## config.mk

```make
export PLATFORM = sky130hd
export DESIGN_NAME = scs_ctrl
export DESIGN_NICKNAME = d
export VERILOG_FILES = /design/src/sv/scs_pkg.sv /design/src/sv/scs_ctrl.sv
export SDC_FILE = /design/constraint.sdc
export NUM_CORES = 1
export LEC_CHECK = 0
export ABC_AREA = 1
export BUFFER_PORTS_ARGS = -buffer_cell sky130_fd_sc_hd__buf_2
export CAP_MARGIN = 20
export CORE_MARGIN = 1.5
export CORE_UTILIZATION = 45
export CTS_CLUSTER_SIZE = 16
export DETAILED_ROUTE_END_ITERATION = 8
export GPL_ROUTABILITY_DRIVEN = 0
export PLACE_DENSITY = 0.71
export SLEW_MARGIN = 20
export SYNTH_ARGS = -nofsm -noshare
export SYNTH_HDL_FRONTEND = slang
export SYNTH_SLANG_ARGS = --single-unit
```

## constraint.sdc

```tcl
create_clock -name clk -period 1.8 [get_ports clk]
set_input_delay 0.54 -clock clk [delete_from_list [all_inputs] [get_ports clk]]
set_output_delay 0.54 -clock clk [all_outputs]
set_load 0.01 [all_outputs]
```

## src/sv/scs_pkg.sv

```systemverilog
// Shared constants, operation codes and controller/datapath interface types.
package scs_pkg;

  localparam int TERMS_DEF = 20;
  localparam int N_W       = 8;   // series index n, up to 2*TERMS-2
  localparam int FRAC      = 40;  // internal fraction bits

  localparam logic signed [31:0] TWO_PI_Q24 = 32'sd105414357;
  localparam logic signed [31:0] SMALL_Q24  = 32'sd1677722;
  localparam logic signed [31:0] ONE_Q30    = 32'sd1073741824;

  typedef logic [2:0] mul_op_t;
  localparam mul_op_t OP_X2  = 3'd0;  // x*x            -> x2
  localparam mul_op_t OP_TS  = 3'd1;  // sine term*x2   -> tmp
  localparam mul_op_t OP_TSR = 3'd2;  // tmp*recip even -> -sine term
  localparam mul_op_t OP_TC  = 3'd3;  // cos term*x2    -> tmp
  localparam mul_op_t OP_TCR = 3'd4;  // tmp*recip odd  -> -cos term

  typedef struct packed {
    logic           load;
    logic           reduce;
    logic           series_init;
    logic           small_out;
    logic           mul_en;
    mul_op_t        mul_op;
    logic [2:0]     mul_ph;
    logic           div_en;
    logic           div_odd;
    logic [3:0]     div_ph;
    logic [N_W-1:0] div_n;
    logic           term_add;
    logic           fin_a;
    logic           fin_b;
  } scs_cmd_t;

  typedef struct packed {
    logic in_range;
    logic near_zero;
  } scs_sts_t;

endpackage

```

## src/sv/scs_ctrl.sv

```systemverilog
// Sequencer: range reduction loop, term loop, multiply and divide phasing.
module scs_ctrl #(
  parameter int TERMS = scs_pkg::TERMS_DEF
) (
  input  logic             clk,
  input  logic             rst_n,
  input  logic             start,
  output logic             busy,
  input  scs_pkg::scs_sts_t sts,
  output scs_pkg::scs_cmd_t cmd
);

  localparam int KW = $clog2(TERMS);

  localparam logic [3:0] S_IDLE = 4'd0;
  localparam logic [3:0] S_RED  = 4'd1;
  localparam logic [3:0] S_CHK  = 4'd2;
  localparam logic [3:0] S_X2   = 4'd3;
  localparam logic [3:0] S_TADD = 4'd4;
  localparam logic [3:0] S_DIV1 = 4'd5;
  localparam logic [3:0] S_DIV2 = 4'd6;
  localparam logic [3:0] S_MTS  = 4'd7;
  localparam logic [3:0] S_MTSR = 4'd8;
  localparam logic [3:0] S_MTC  = 4'd9;
  localparam logic [3:0] S_MTCR = 4'd10;
  localparam logic [3:0] S_FINA = 4'd11;
  localparam logic [3:0] S_FINB = 4'd12;

  localparam logic [3:0] MUL_LAST = 4'd7;
  localparam logic [3:0] DIV_LAST = 4'd8;

  logic [3:0]    state_r, state_nxt;
  logic [3:0]    cnt_r, cnt_nxt;
  logic [KW-1:0] k_r, k_nxt;

  always_ff @(posedge clk) begin
    if (!rst_n) begin
      state_r <= S_IDLE;
      cnt_r   <= '0;
      k_r     <= '0;
    end else begin
      state_r <= state_nxt;
      cnt_r   <= cnt_nxt;
      k_r     <= k_nxt;
    end
  end

  assign busy = (state_r != S_IDLE);

  always_comb begin
    state_nxt  = state_r;
    cnt_nxt    = cnt_r;
    k_nxt      = k_r;
    cmd        = '0;
    cmd.mul_ph = cnt_r[2:0];
    cmd.div_ph = cnt_r;
    unique case (state_r)
      S_IDLE: begin
        if (start) begin
          cmd.load  = 1'b1;
          state_nxt = S_RED;
        end
      end
      S_RED: begin
        cmd.reduce = 1'b1;
        if (sts.in_range) state_nxt = S_CHK;
      end
      S_CHK: begin
        cnt_nxt = '0;
        k_nxt   = '0;
        if (sts.near_zero) begin
          cmd.small_out = 1'b1;
          state_nxt     = S_IDLE;
        end else begin
          cmd.series_init = 1'b1;
          state_nxt       = S_X2;
        end
      end
      S_X2, S_MTS, S_MTSR, S_MTC, S_MTCR: begin
        cmd.mul_en = 1'b1;
        unique case (state_r)
          S_X2:    cmd.mul_op = scs_pkg::OP_X2;
          S_MTS:   cmd.mul_op = scs_pkg::OP_TS;
          S_MTSR:  cmd.mul_op = scs_pkg::OP_TSR;
          S_MTC:   cmd.mul_op = scs_pkg::OP_TC;
          default: cmd.mul_op = scs_pkg::OP_TCR;
        endcase
        if (cnt_r == MUL_LAST) begin
          cnt_nxt = '0;
          unique case (state_r)
            S_X2:   state_nxt = S_TADD;
            S_MTS:  state_nxt = S_MTSR;
            S_MTSR: state_nxt = S_MTC;
            S_MTC:  state_nxt = S_MTCR;
            default: begin
              k_nxt     = k_r + KW'(1);
              state_nxt = S_TADD;
            end
          endcase
        end else begin
          cnt_nxt = cnt_r + 4'd1;
        end
      end
      S_TADD: begin
        cmd.term_add = 1'b1;
        cnt_nxt      = '0;
        if (k_r == KW'(TERMS - 1)) state_nxt = S_FINA;
        else                       state_nxt = S_DIV1;
      end
      S_DIV1, S_DIV2: begin
        cmd.div_en  = 1'b1;
        cmd.div_odd = (state_r == S_DIV1);
        if (state_r == S_DIV1) cmd.div_n = scs_pkg::N_W'({k_r, 1'b1});
        else cmd.div_n = scs_pkg::N_W'({k_r, 1'b0}) + scs_pkg::N_W'(2);
        if (cnt_r == DIV_LAST) begin
          cnt_nxt   = '0;
          state_nxt = (state_r == S_DIV1) ? S_DIV2 : S_MTS;
        end else begin
          cnt_nxt = cnt_r + 4'd1;
        end
      end
      S_FINA: begin
        cmd.fin_a = 1'b1;
        state_nxt = S_FINB;
      end
      S_FINB: begin
        cmd.fin_b = 1'b1;
        state_nxt = S_IDLE;
      end
      default: state_nxt = S_IDLE;
    endcase
  end

endmodule

```

# Yosys cells after proc, flatten, opt, wreduce, memory -nomap -nowiden
# Cells that the tools add are included.
classes:
  eq_ne: 20
  add_sub_neg: 3
  n_reduce_logical: 10
  muxes: 29
op_table:
  columns: ["op", "n"]
  rows:
  - ["2-to-1 mux 4 bit", 8]
  - ["case mux 4 bit (7 select lines)", 1]
  - ["equality test 4 bit, second input constant", 6]
  - ["case mux 4 bit (3 select lines)", 2]
  - ["equality test 4 x 3 -> 1 bit, second input constant", 5]
  - ["2-to-1 mux 7 bit", 2]
  - ["case mux 3 bit (4 select lines)", 1]
  - ["2-to-1 mux 5 bit", 2]
  - ["inequality test 2 bit, second input constant", 5]
  - ["case mux 5 bit (2 select lines)", 1]
  - ["2-to-1 mux 1 bit", 9]
  - ["equality test 4 x 2 -> 1 bit, second input constant", 2]
  - ["adder 6 x 2 -> 7 bit, second input constant", 1]
  - ["2-to-1 mux 2 bit", 3]
  - ["adder 5 x 1 -> 5 bit, second input constant", 1]
  - ["equality test 5 bit, second input constant", 1]
  - ["OR reduction 5 bit", 1]
  - ["adder 4 x 1 -> 4 bit, second input constant", 1]
  - ["equality test 4 x 1 -> 1 bit, second input constant", 1]
  - ["logical NOT 4 bit", 1]
  - ["AND reduction 4 bit", 1]
  - ["nonzero test 4 bit", 1]
  - ["OR reduction 2 bit", 2]
  - ["OR reduction 4 bit", 1]
  - ["3 further kinds", 3]
word_totals:
  in_bits: 5
  elab_cells: 65
  out_inout_bits: 29
  regBits: 13

# Depth between registers and ports, before layout
# Gate-level depths: netlist of run 1.
logic_depth:
  depth_word: 5
  mapped_depth: 11

# Least setup slack after synthesis of run 1
# No wires, ideal clock.
synth_path:
  path_type: "register -> output"
  startpoint: "reg state_r[0]"
  endpoint: "out cmd[6] (netlist name)"
  n_path_buf: 0
  arrival_time_ps: 1379
  slack_ps: -119
  t_required_ps: 1260
  stages_incl_launch_ff: 7
  path_cell_list: "dfxtp_1 -> inv_1 -> nor2_1 -> inv_1 -> nor2_1 -> inv_1 -> o21ai_0"
synth_lines:
  columns: ["item", "line", "text"]
  rows:
  - ["from (decl)", "scs_ctrl.sv:32", "logic [3:0] state_r, state_nxt;"]
  - ["from (signal assigned)", "scs_ctrl.sv:42", "state_r <= state_nxt;"]
  - ["to (decl)", "scs_ctrl.sv:10", "output scs_pkg::scs_cmd_t cmd"]

==> results of run 1 <==
-- sequential cells by signal (all words and copies together), names as in the netlist --
signal	count
cnt_r	4
k_r	5
state_r	4
-- worst max-delay path, cell delays in order (launching register included) --
cell and delay (ns):
dfxtp_2 0.34, buf_6 0.13, nor2_4 0.21, buf_6 0.14, nand3_2 0.06, o21ai_1 0.08, buf_2 0.14
-- metrics by stage --
stage | setup TNS (ns) | total power, mW | cell area, µm² | worst slack (ns)
after floorplan | -0.0310 | 1.11 | 1110 | -0.0155
after global placement | 0 | 1.37 | 1340 | 0.0793
after detailed placement | 0 | 1.39 | 1340 | 0.0654
after CTS | -0.798 | 1.77 | 1500 | -0.0838
after global routing | -2.18 | 2.06 | 1620 | -0.195
final | -1.10 | 1.89 | 1620 | -0.117
-- cell type report --
class	count	area share, %
multi-input combinational	144	51.6
sequential	13	17.2
timing repair buffer	52	21.0
clock buffer	4	1.62
inverter	25	6.40
tap	28	2.16
-- layer usage --
layer	global-route usage, %	part of all wire [%]
met1	29.0	41
met3	6.57	4.3
met2	44.4	55
met5	0	0
met4	7.69	0.42
-- report_power, final --
group | internal (mW) | switching (mW)
Combinational | 0.494 | 0.717
Clock | 0.0860 | 0.0985
Sequential | 0.378 | 0.116
-- how the worst max path moves through the flow --
stage	endpoint
CTS	cmd[8]
global placement	cmd[8]
detailed placement	cmd[8]
finish	cmd[6]
floorplan	cmd[6]
global route	cmd[6]
-- cells by family (layout without fill, tap and decap cells) --
group / Yosys count / count (layout) / synth area share (%)
other: 1 / 1 / 0.337
xor gates and xnor gates: 2 / 2 / 1.58
buffers and inverters: 32 / 81 / 12.8
AOI/OAI and AO/OA: 16 / 16 / 7.31
adders and majority gates: 3 / 3 / 3.37
DFF: 13 / 13 / 23.4
and+or+nand+nor: 122 / 122 / 51.2
-- timing repair --
| action | in CTS | in global routing |
|---|---|---|
| gates resized for setup | 35 | 25 |
| endpoints found under the setup margin | 16 | 16 |
| pin swaps | 9 | 8 |
| setup buffers | 7 | 3 |
-- synthesized netlist by cell type --
cell / number
clkbuf_1: 1
nand2_2: 5
o22ai_1: 1
inv_2: 3
a21oi_1: 7
nor3_1: 5
nor2_4: 2
conb_1: 1
xor2_1: 2
o21ai_0: 8
nand4_1: 2
nand3b_1: 1
clkinv_1: 1
buf_4: 6
nor2_1: 34
nand3_2: 1
dfxtp_1: 13
nand3_1: 19
ha_1: 3
inv_1: 21
nand3_4: 1
nor2_2: 4
nand2_1: 46
nand2_4: 2
==> results_dict.tcl, run 1 <==
set metrics [dict create \
    outcome "complete, but fails checks" \
    violations "negative setup slack" \
    core_um2 2280 \
    wl_per_cell_um 12.5 \
    totalWireLength_um 3320 \
    r2r.worst_path.cells 12 \
    dp.cells 252 \
    start_util_pct 48.9 \
    max_clock_freq_mhz 522 \
    cts_tree "built" \
    drive_gt1_share_pct 44.1 \
    yosysSeqAreaShare_pct 23.4 \
    grt_pass1_vias 1201 \
    avgSynthCellArea_um2 5.89 \
    cp.required_ns 1.26 \
    die_h_um 52.7 \
    syn_inst 189 \
    whs_path_depth 1 \
    grt_start_max_net_pins 9 \
    skew_ns 0.0119 \
    power_density_nw_per_um2 1160 \
    min_path_type "reg2reg" \
    fin_hold_ws_ns 0.503 \
    p_leak_nw 0.861 \
    gr-total-overflow 0 \
    synthesis.area_um2 1110 \
    htree_levels 1 \
    fillers 189 \
    syn-num-nets 197 \
    fp.dieW_um 52.7 \
    area_growth_pct 45.9 \
    vias 1334 \
    die_area_um2 2780 \
    critPathMaxFanout 4 \
    vias_per_cell 5.02 \
    timing.rr.start "state_r[0]" \
    rsz0062_at_grt "yes" \
    yosysWarnings 0 \
    worstPathArrival_ns 1.38 \
    slew_viol_final 0 \
    finalSetupViolCount 14 \
    synth_area_leaders "dfxtp_1, nand2_1, nor2_1" \
    whs_endpoint "cnt_r[0]" \
    holdBufCountCts 0 \
    cts_root_buf "clkbuf_4" \
    clkTransAtPathRegs_ns 0.09 \
    hold_viol 0 \
    layout_commonest_cell "nand2_1" \
    reg2reg_setup_slack_ns 0.13 \
    clk_path_buf_depth 2 \
    numCtsBuffers 3 \
    pin_count 34 \
    max-cap-violations 0 \
    antenna_found_initial 0 \
    synth_cell_type_count 24 \
    worstSetupStartpointType "flip-flop" \
    drc_errors 0 \
    ys_seq_elements 13 \
    grt_usage_pct 25.0 \
    regArea_um2 279 \
    postRouteAntennaNets 0 \
    hp-start "cnt_r[0]" \
    peakVddDrop_mv 0.878 \
    drtIter0Drc 28 \
    grt_pass1_wl_um 5100 \
    path_class "reg2out" \
    yosys.area.top_type_share_pct 23.4 \
    period_needed_ns 1.92 \
    n_antenna_cell 0 \
    fin_util_pct 71.3 \
    port_buffers 32 \
    rows 17 \
    dp_hpwl_um 2290 \
    layout_common_cells "nand2_1, buf_2, nor2_1, inv_1, nand3_1" \
    drt-pass1-iter-count 4 \
    period_share_pct 106 \
    critPathCaptureType "output port" \
    worstReg2RegEnd "k_r[0]" \
    nNetsFinal 247 \
    post-route-worst-setup-slack_ns -0.117 \
    final_cell_count_no_fill 266 \
    crit_start "state_r[0]" \
    clkLatencyLatePin_ns 0.28 \
    cts_sinks 13 \
    multi_input_area_um2 837 \
    yosysTopAreaCell "dfxtp_1" \
]
Note: power is estimated with default switching activity, not from simulation.
==> run 2: changes to the inputs <==
SETUP_SLACK_MARGIN = 0.1   (was default)
==> run 2 against run 1 <==
Against the previous run: the run still ends with negative setup slack left; combinational power rose by 47%; first-iteration DRC count grew to 4.3 times the previous value; cell area increased by 23%; critical endpoint is now cmd[8]; clock power increased by 11%.
==> results_dict.tcl, run 2 (same netlist as run 1, synthesis figures left out) <==
set metrics [dict create \
    outcome "complete, but fails checks" \
    violations "negative setup slack" \
    power.internal_mw 1.21 \
    start_util_pct 48.9 \
    drt-pass1-iter-count 5 \
    crit_start "state_r[0]" \
    whs_endpoint "k_r[2]" \
    postRouteAntennaNets 0 \
    hold_viol 0 \
    min_path_type "in2reg" \
    drtIter0Drc 119 \
    port_buffers 32 \
    slew_viol_final 0 \
    cts_sinks 13 \
    clkPwrFrac_pct 8.2 \
    wl_per_cell_um 19.6 \
    vias_per_cell 5.98 \
    largest-register "k_r" \
    die_area_um2 2780 \
    pin_count 34 \
    cts_tree "built" \
    max-cap-violations 0 \
    worstSetupStartpointType "flip-flop" \
    drive_gt1_share_pct 54.8 \
    fin_area_um2 2000 \
    post-route-worst-setup-slack_ns -0.247 \
    period_needed_ns 2.05 \
    cp.required_ns 1.26 \
    core_um2 2280 \
    p_leak_nw 1.01 \
    largest_register_ffs 5 \
    grt_pass1_vias 1467 \
    grt_start_max_net_pins 9 \
    whs_path_depth 3 \
    critPathCaptureType "output port" \
    area_growth_pct 79.6 \
    seq_power_share_pct 20.2 \
    r2r.worst_path.cells 10 \
    antenna_found_initial 0 \
    max_clock_freq_mhz 489 \
    layout_common_cells "nand2_1, buf_4, nor2_1, buf_2, buf_6" \
    totalWireLength_um 5620 \
    finalSetupViolCount 18 \
    die_h_um 52.7 \
    final_cell_count_no_fill 287 \
    timing.rr.start "state_r[0]" \
    rsz0062_at_grt "yes" \
    cts_root_buf "clkbuf_4" \
    worstReg2RegEnd "state_r[1]" \
    holdBufCountCts 0 \
    grt_pass1_wl_um 6810 \
    power_mw 2.49 \
    drc_errors 0 \
    dp_hpwl_um 2310 \
    htree_levels 1 \
    fillers 117 \
    use_met2_pct 60.4 \
    met3_usage_pct 9.14 \
    path_class "reg2out" \
    reg2reg_setup_slack_ns 0.04 \
    gr-total-overflow 0 \
    hp-start "rst_n" \
    max_stage_delay_ns 0.35 \
    vias 1717 \
    critPathMaxFanout 5 \
    numCtsBuffers 3 \
    n_antenna_cell 0 \
    nNetsFinal 268 \
    pwr-share-comb_pct 71.6 \
    power_density_nw_per_um2 1250 \
    p_sw_share_pct 51.4 \
    period_share_pct 114 \
    peakVddDrop_mv 1.10 \
    fin_hold_ws_ns 0.529 \
    met1_usage_pct 36.7 \
    skew_ns 0.00836 \
    dp.cells 248 \
    fp.dieW_um 52.7 \
    p_switching_mw 1.28 \
    clk_path_buf_depth 2 \
    layout_commonest_cell "nand2_1" \
    grt_usage_pct 34.6 \
    crit_chain "buf_6 -> nor2_4 -> buf_4 -> nand3_1 -> o21ai_1 -> buf_2" \
    clkTransAtPathRegs_ns 0.10 \
    post_dp_cell_area_um2 1310 \
    clkLatencyLatePin_ns 0.30 \
    rows 17 \
    crit_slowest_cell "dfxtp_2" \
    grt_busiest_layer "met2" \
    worstPathArrival_ns 1.51 \
    top_regs "k_r (5), cnt_r (4), state_r (4)" \
]
==> run 2: changes by cell type in the layout (fill, tap and decap cells not counted), moves of 3 or more <==
cell,change
nor2_4,+7
nor3_1,-3
inv_1,-3
nor2_2,-5
nand2_1,-6
buf_2,-6
buf_6,+14
nand2_4,+3
buf_4,+11
==> run 2: power by group through the flow <==
stage	clock, mW	combinational (mW)	sequential (mW)
floorplan	0	0.672	0.439
global placement	0	0.890	0.451
detailed placement	0	0.907	0.458
CTS	0.191	1.31	0.486
global route	0.215	1.88	0.507
finish	0.205	1.78	0.503
==> run 2: per-stage QoR <==
stage / TNS (ns) / worst slack, ns / util [%]
after global placement: 0 / 0.0903 / 57.6
final: -2.22 / -0.247 / 87.8
after global routing: -2.83 / -0.285 / 87.8
after CTS: -0.574 / -0.105 / 74.8
after detailed placement: 0 / 0.0570 / 57.6
after floorplan: 0 / 0.114 / -
==> run 2: how the worst max path moves through the flow <==
| stage | endpoint | slack (ns) | cells past startpoint |
|---|---|---|---|
| finish | cmd[8] | -0.25 | 6 |
| global route | cmd[8] | -0.29 | 6 |
| CTS | cmd[8] | -0.10 | 6 |
| detailed placement | cmd[8] | 0.06 | 6 |
| global placement | cmd[8] | 0.09 | 6 |
| floorplan | cmd[7] | 0.11 | 6 |
==> run 2: metal layers <==
layer	vias up	routed length, µm
li1	725	-
met1	784	1880
met2	158	2760
met3	50	579
met4	0	397
met5	-	0
==> run 2: cell type report <==
cell class | instances | area, µm² | share of cell area, %
Multi-Input combinational cell | 144 | 953 | 47.7
Timing Repair Buffer | 73 | 592 | 29.6
Sequential cell | 13 | 279 | 14.0
Inverter | 25 | 111 | 5.57
Tap cell | 28 | 35.0 | 1.75
Clock buffer | 3 | 22.5 | 1.13
Clock inverter | 1 | 5.00 | 0.250
==> run 2: what timing repair did <==
| action | CTS | global route |
|---|---|---|
| endpoints found under the setup margin | 21 | 29 |
| hold endpoints to repair | 0 | 0 |
| pin swaps | 17 | 16 |
| gates cloned | 0 | 0 |
| gates resized for setup | 60 | 42 |
| buffers inserted | 22 | 15 |
==> run 2: worst max-delay path, delay by kind of cell (launching register included) <==
kind / cells / cell delay [ns]
AOI/OAI and AO/OA: 1 / 0.11
buffers and inverters: 3 / 0.46
DFF: 1 / 0.35
and+or+nand+nor: 2 / 0.29
==> run 3: changes to the inputs <==
SETUP_SLACK_MARGIN = 0.5   (was 0.1)
==> run 3 against run 2 <==
Against the previous run: the flow now stops in global routing (5_1_grt); synthesized area unchanged; synthesized cell count unchanged.
==> results_dict.tcl, run 3 <==
set metrics [dict create \
    pre_cts_slack_ns 0.104 \
    synth_edf_count 0 \
    first-error "[ERROR DPL-0038] Utilization greater than 100%, impossible to legalize" \
    syn-num-nets 197 \
    yosysSeqAreaShare_pct 23.4 \
    synth_cell_type_count 24 \
    worstEndpointType "top-level output" \
    grt_start_max_net_pins 9 \
    dominantRegCellSynth "dfxtp_1" \
    cts_sinks 13 \
    avgSynthCellArea_um2 5.89 \
    rows 17 \
    repair-timing-grt-worst-ep "cmd[6]" \
    pin_count 34 \
    syn_inst 189 \
    start_util_pct 48.9 \
    outcome "aborted with a tool error" \
    die_h_um 52.7 \
    port_buffers 32 \
    yosys.area.top_type_share_pct 23.4 \
    ys_seq_elements 13 \
    synth_area_leaders "dfxtp_1, nand2_1, nor2_1" \
    numCtsBuffers 3 \
    fp.dieW_um 52.7 \
    cts_root_buf "clkbuf_4" \
    async_reset_ff_share_pct 0 \
    dp_hpwl_um 2360 \
    synthesis.area_um2 1110 \
    htree_levels 1 \
    post_dp_cell_area_um2 1430 \
    synth.most_common_cell "nand2_1" \
    stop_stage "global routing (5_1_grt)" \
    synth_common_cells "nand2_1, nor2_1, inv_1" \
    clk_path_buf_depth 2 \
    yosysTopAreaCell "dfxtp_1" \
    yosysWarnings 0 \
]
==> run 3: cell counts after synthesis <==
Identical to the previous run, type by type.
==> run 3: logic make-up after synthesis <==
group / count (synthesis) / share of synthesized area (%)
compound gates: 16 / 7.31
buf+inv: 32 / 12.8
fa+ha+maj: 3 / 3.37
flops: 13 / 23.4
xor+xnor: 2 / 1.58
simple gates: 122 / 51.2
other cells: 1 / 0.337
==> run 3: metrics by stage <==
| stage | cells | utilization [%] |
|---|---|---|
| floorplan | 189 | - |
| global placement | 243 | 62.7 |
| detailed placement | 243 | 62.7 |
| CTS | 287 | 93.5 |
==> run 3: timing repair <==
action,CTS
gates resized for setup,89
hold buffers,0
setup buffers,40
endpoints found under the setup margin,41
pin swaps,30
==> run 4: changes to the inputs <==
CORE_UTILIZATION = 30   (was 45)
CTS_CLUSTER_SIZE = default   (was 16)
PLACE_DENSITY = default   (was 0.71)
PLACE_DENSITY_LB_ADDON = 0.15   (was default)
SETUP_SLACK_MARGIN = default   (was 0.5)
==> run 4 against run 3 <==
Against the previous run: the flow now finishes, with violations (negative setup slack).
==> results_dict.tcl, run 4 (same netlist as run 1, synthesis figures left out) <==
set metrics [dict create \
    core_um2 3440 \
    seq_power_share_pct 21.7 \
    finalSetupViolCount 11 \
    largest_register_ffs 5 \
    rsz0062_at_grt "yes" \
    r2r.worst_path.cells 10 \
    totalWireLength_um 3710 \
    cts_root_buf "clkbuf_8" \
    final_cell_count_no_fill 303 \
    post-route-worst-setup-slack_ns -0.0843 \
    regArea_um2 278 \
    power_density_nw_per_um2 1160 \
    dp.cells 275 \
    p_leak_nw 0.981 \
    fp.dieW_um 63.9 \
    grt_start_max_net_pins 9 \
    gr-total-overflow 0 \
    timing.rr.start "state_r[0]" \
    postRouteAntennaNets 0 \
    cp.required_ns 1.26 \
    hold_viol 0 \
    max_clock_freq_mhz 531 \
    largest-register "k_r" \
    clkTransAtPathRegs_ns 0.06 \
    period_share_pct 105 \
    drtIter0Drc 59 \
    cts_sinks 13 \
    grt_pass1_vias 1267 \
    nNetsFinal 266 \
    pwr-share-comb_pct 66.7 \
    whs_path_depth 1 \
    clk_path_buf_depth 2 \
    p_sw_share_pct 47.5 \
    reg2reg_setup_slack_ns 0.14 \
    multi_input_area_um2 938 \
    grt_pass1_wl_um 5610 \
    vias_per_cell 4.69 \
    area_growth_pct 75.3 \
    whs_endpoint "cnt_r[0]" \
    drt-pass1-iter-count 4 \
    cts_tree "built" \
    n_antenna_cell 0 \
    die_h_um 63.9 \
    worstPathArrival_ns 1.34 \
    port_buffers 32 \
    fillers 336 \
    pin_count 34 \
    start_util_pct 32.3 \
    vias 1420 \
    wl_per_cell_um 12.2 \
    critPathMaxFanout 5 \
    rows 21 \
    max-cap-violations 0 \
    htree_levels 1 \
    fin_area_um2 1950 \
    worstSetupStartpointType "flip-flop" \
    violations "negative setup slack" \
    dp_hpwl_um 2480 \
    period_needed_ns 1.88 \
    hp-start "cnt_r[0]" \
    post_dp_cell_area_um2 1400 \
    power.internal_mw 1.19 \
    critPathCaptureType "output port" \
    grt_usage_pct 16.9 \
    fin_hold_ws_ns 0.497 \
    top_regs "k_r (5), cnt_r (4), state_r (4)" \
    p_switching_mw 1.08 \
    path_class "reg2out" \
    worstReg2RegEnd "state_r[0]" \
    numCtsBuffers 3 \
    die_area_um2 4080 \
    outcome "complete, but fails checks" \
    clkLatencyLatePin_ns 0.25 \
    layout_commonest_cell "nand2_1" \
    slew_viol_final 0 \
    pre_cts_slack_ns 0.0386 \
    layout_common_cells "nand2_1, buf_2, buf_4, nor2_1, inv_1" \
    skew_ns 0.00294 \
    clkPwrFrac_pct 11.7 \
    peakVddDrop_mv 0.748 \
    antenna_found_initial 0 \
    min_path_type "reg2reg" \
    drc_errors 0 \
    drive_gt1_share_pct 52.9 \
]
-- run 4: how the worst max path moves through the flow --
stage	start	to	slack, ns	depth (start not counted)
finish	state_r[0]	cmd[8]	-0.08	6
global route	state_r[0]	cmd[8]	-0.15	6
CTS	k_r[1]	cmd[8]	-0.10	6
detailed placement	state_r[1]	cmd[9]	0.04	5
global placement	state_r[1]	cmd[9]	0.07	5
floorplan	state_r[0]	cmd[6]	-0.02	6
-- run 4: what timing repair did --
action,in CTS,in global routing
pin swaps,13,19
gates resized for setup,40,47
hold buffers,0,0
buffers inserted,14,10
setup endpoints to repair,15,15
-- run 4: power by group through the flow --
stage	registers [mW]	clock network (mW)	logic [mW]
after global placement	0.443	0	1.01
after CTS	0.476	0.273	1.25
after floorplan	0.439	0	0.666
final	0.491	0.265	1.51
after global routing	0.506	0.290	1.66
after detailed placement	0.448	0	0.998
-- run 4: final cells by class --
type,count,area share (%)
multi-input cells,144,48.1
repair buffers,71,27.1
flip-flops and latches,13,14.2
inverters,25,5.20
well taps,46,2.95
clock buffers,3,2.12
clock inverters,1,0.257
-- run 4: per-layer routing --
metal  track usage, %  wire length, µm  up-vias
li1                 -                -      729
met1             20.9             1550      652
met2             30.6             1980       37
met3             3.70              160        2
met4             1.63               21        0
met5                0                0        -
-- run 4: critical path: stages, from the launching register on --
cell and delay [ns]:
dfxtp_2 0.33, buf_6 0.12, nor2_4 0.22, buf_6 0.15, nand3_2 0.07, o21ai_2 0.06
buf_2 0.13
-- run 4: metrics by stage --
| step | total power, mW | utilization (%) | TNS (ns) |
|---|---|---|---|
| after global routing | 2.45 | 56.6 | -1.32 |
| after floorplan | 1.11 | - | -0.0310 |
| final | 2.27 | 56.6 | -0.486 |
| after global placement | 1.46 | 40.6 | 0 |
| after detailed placement | 1.45 | 40.6 | 0 |
| after CTS | 2.00 | 48.4 | -0.364 |
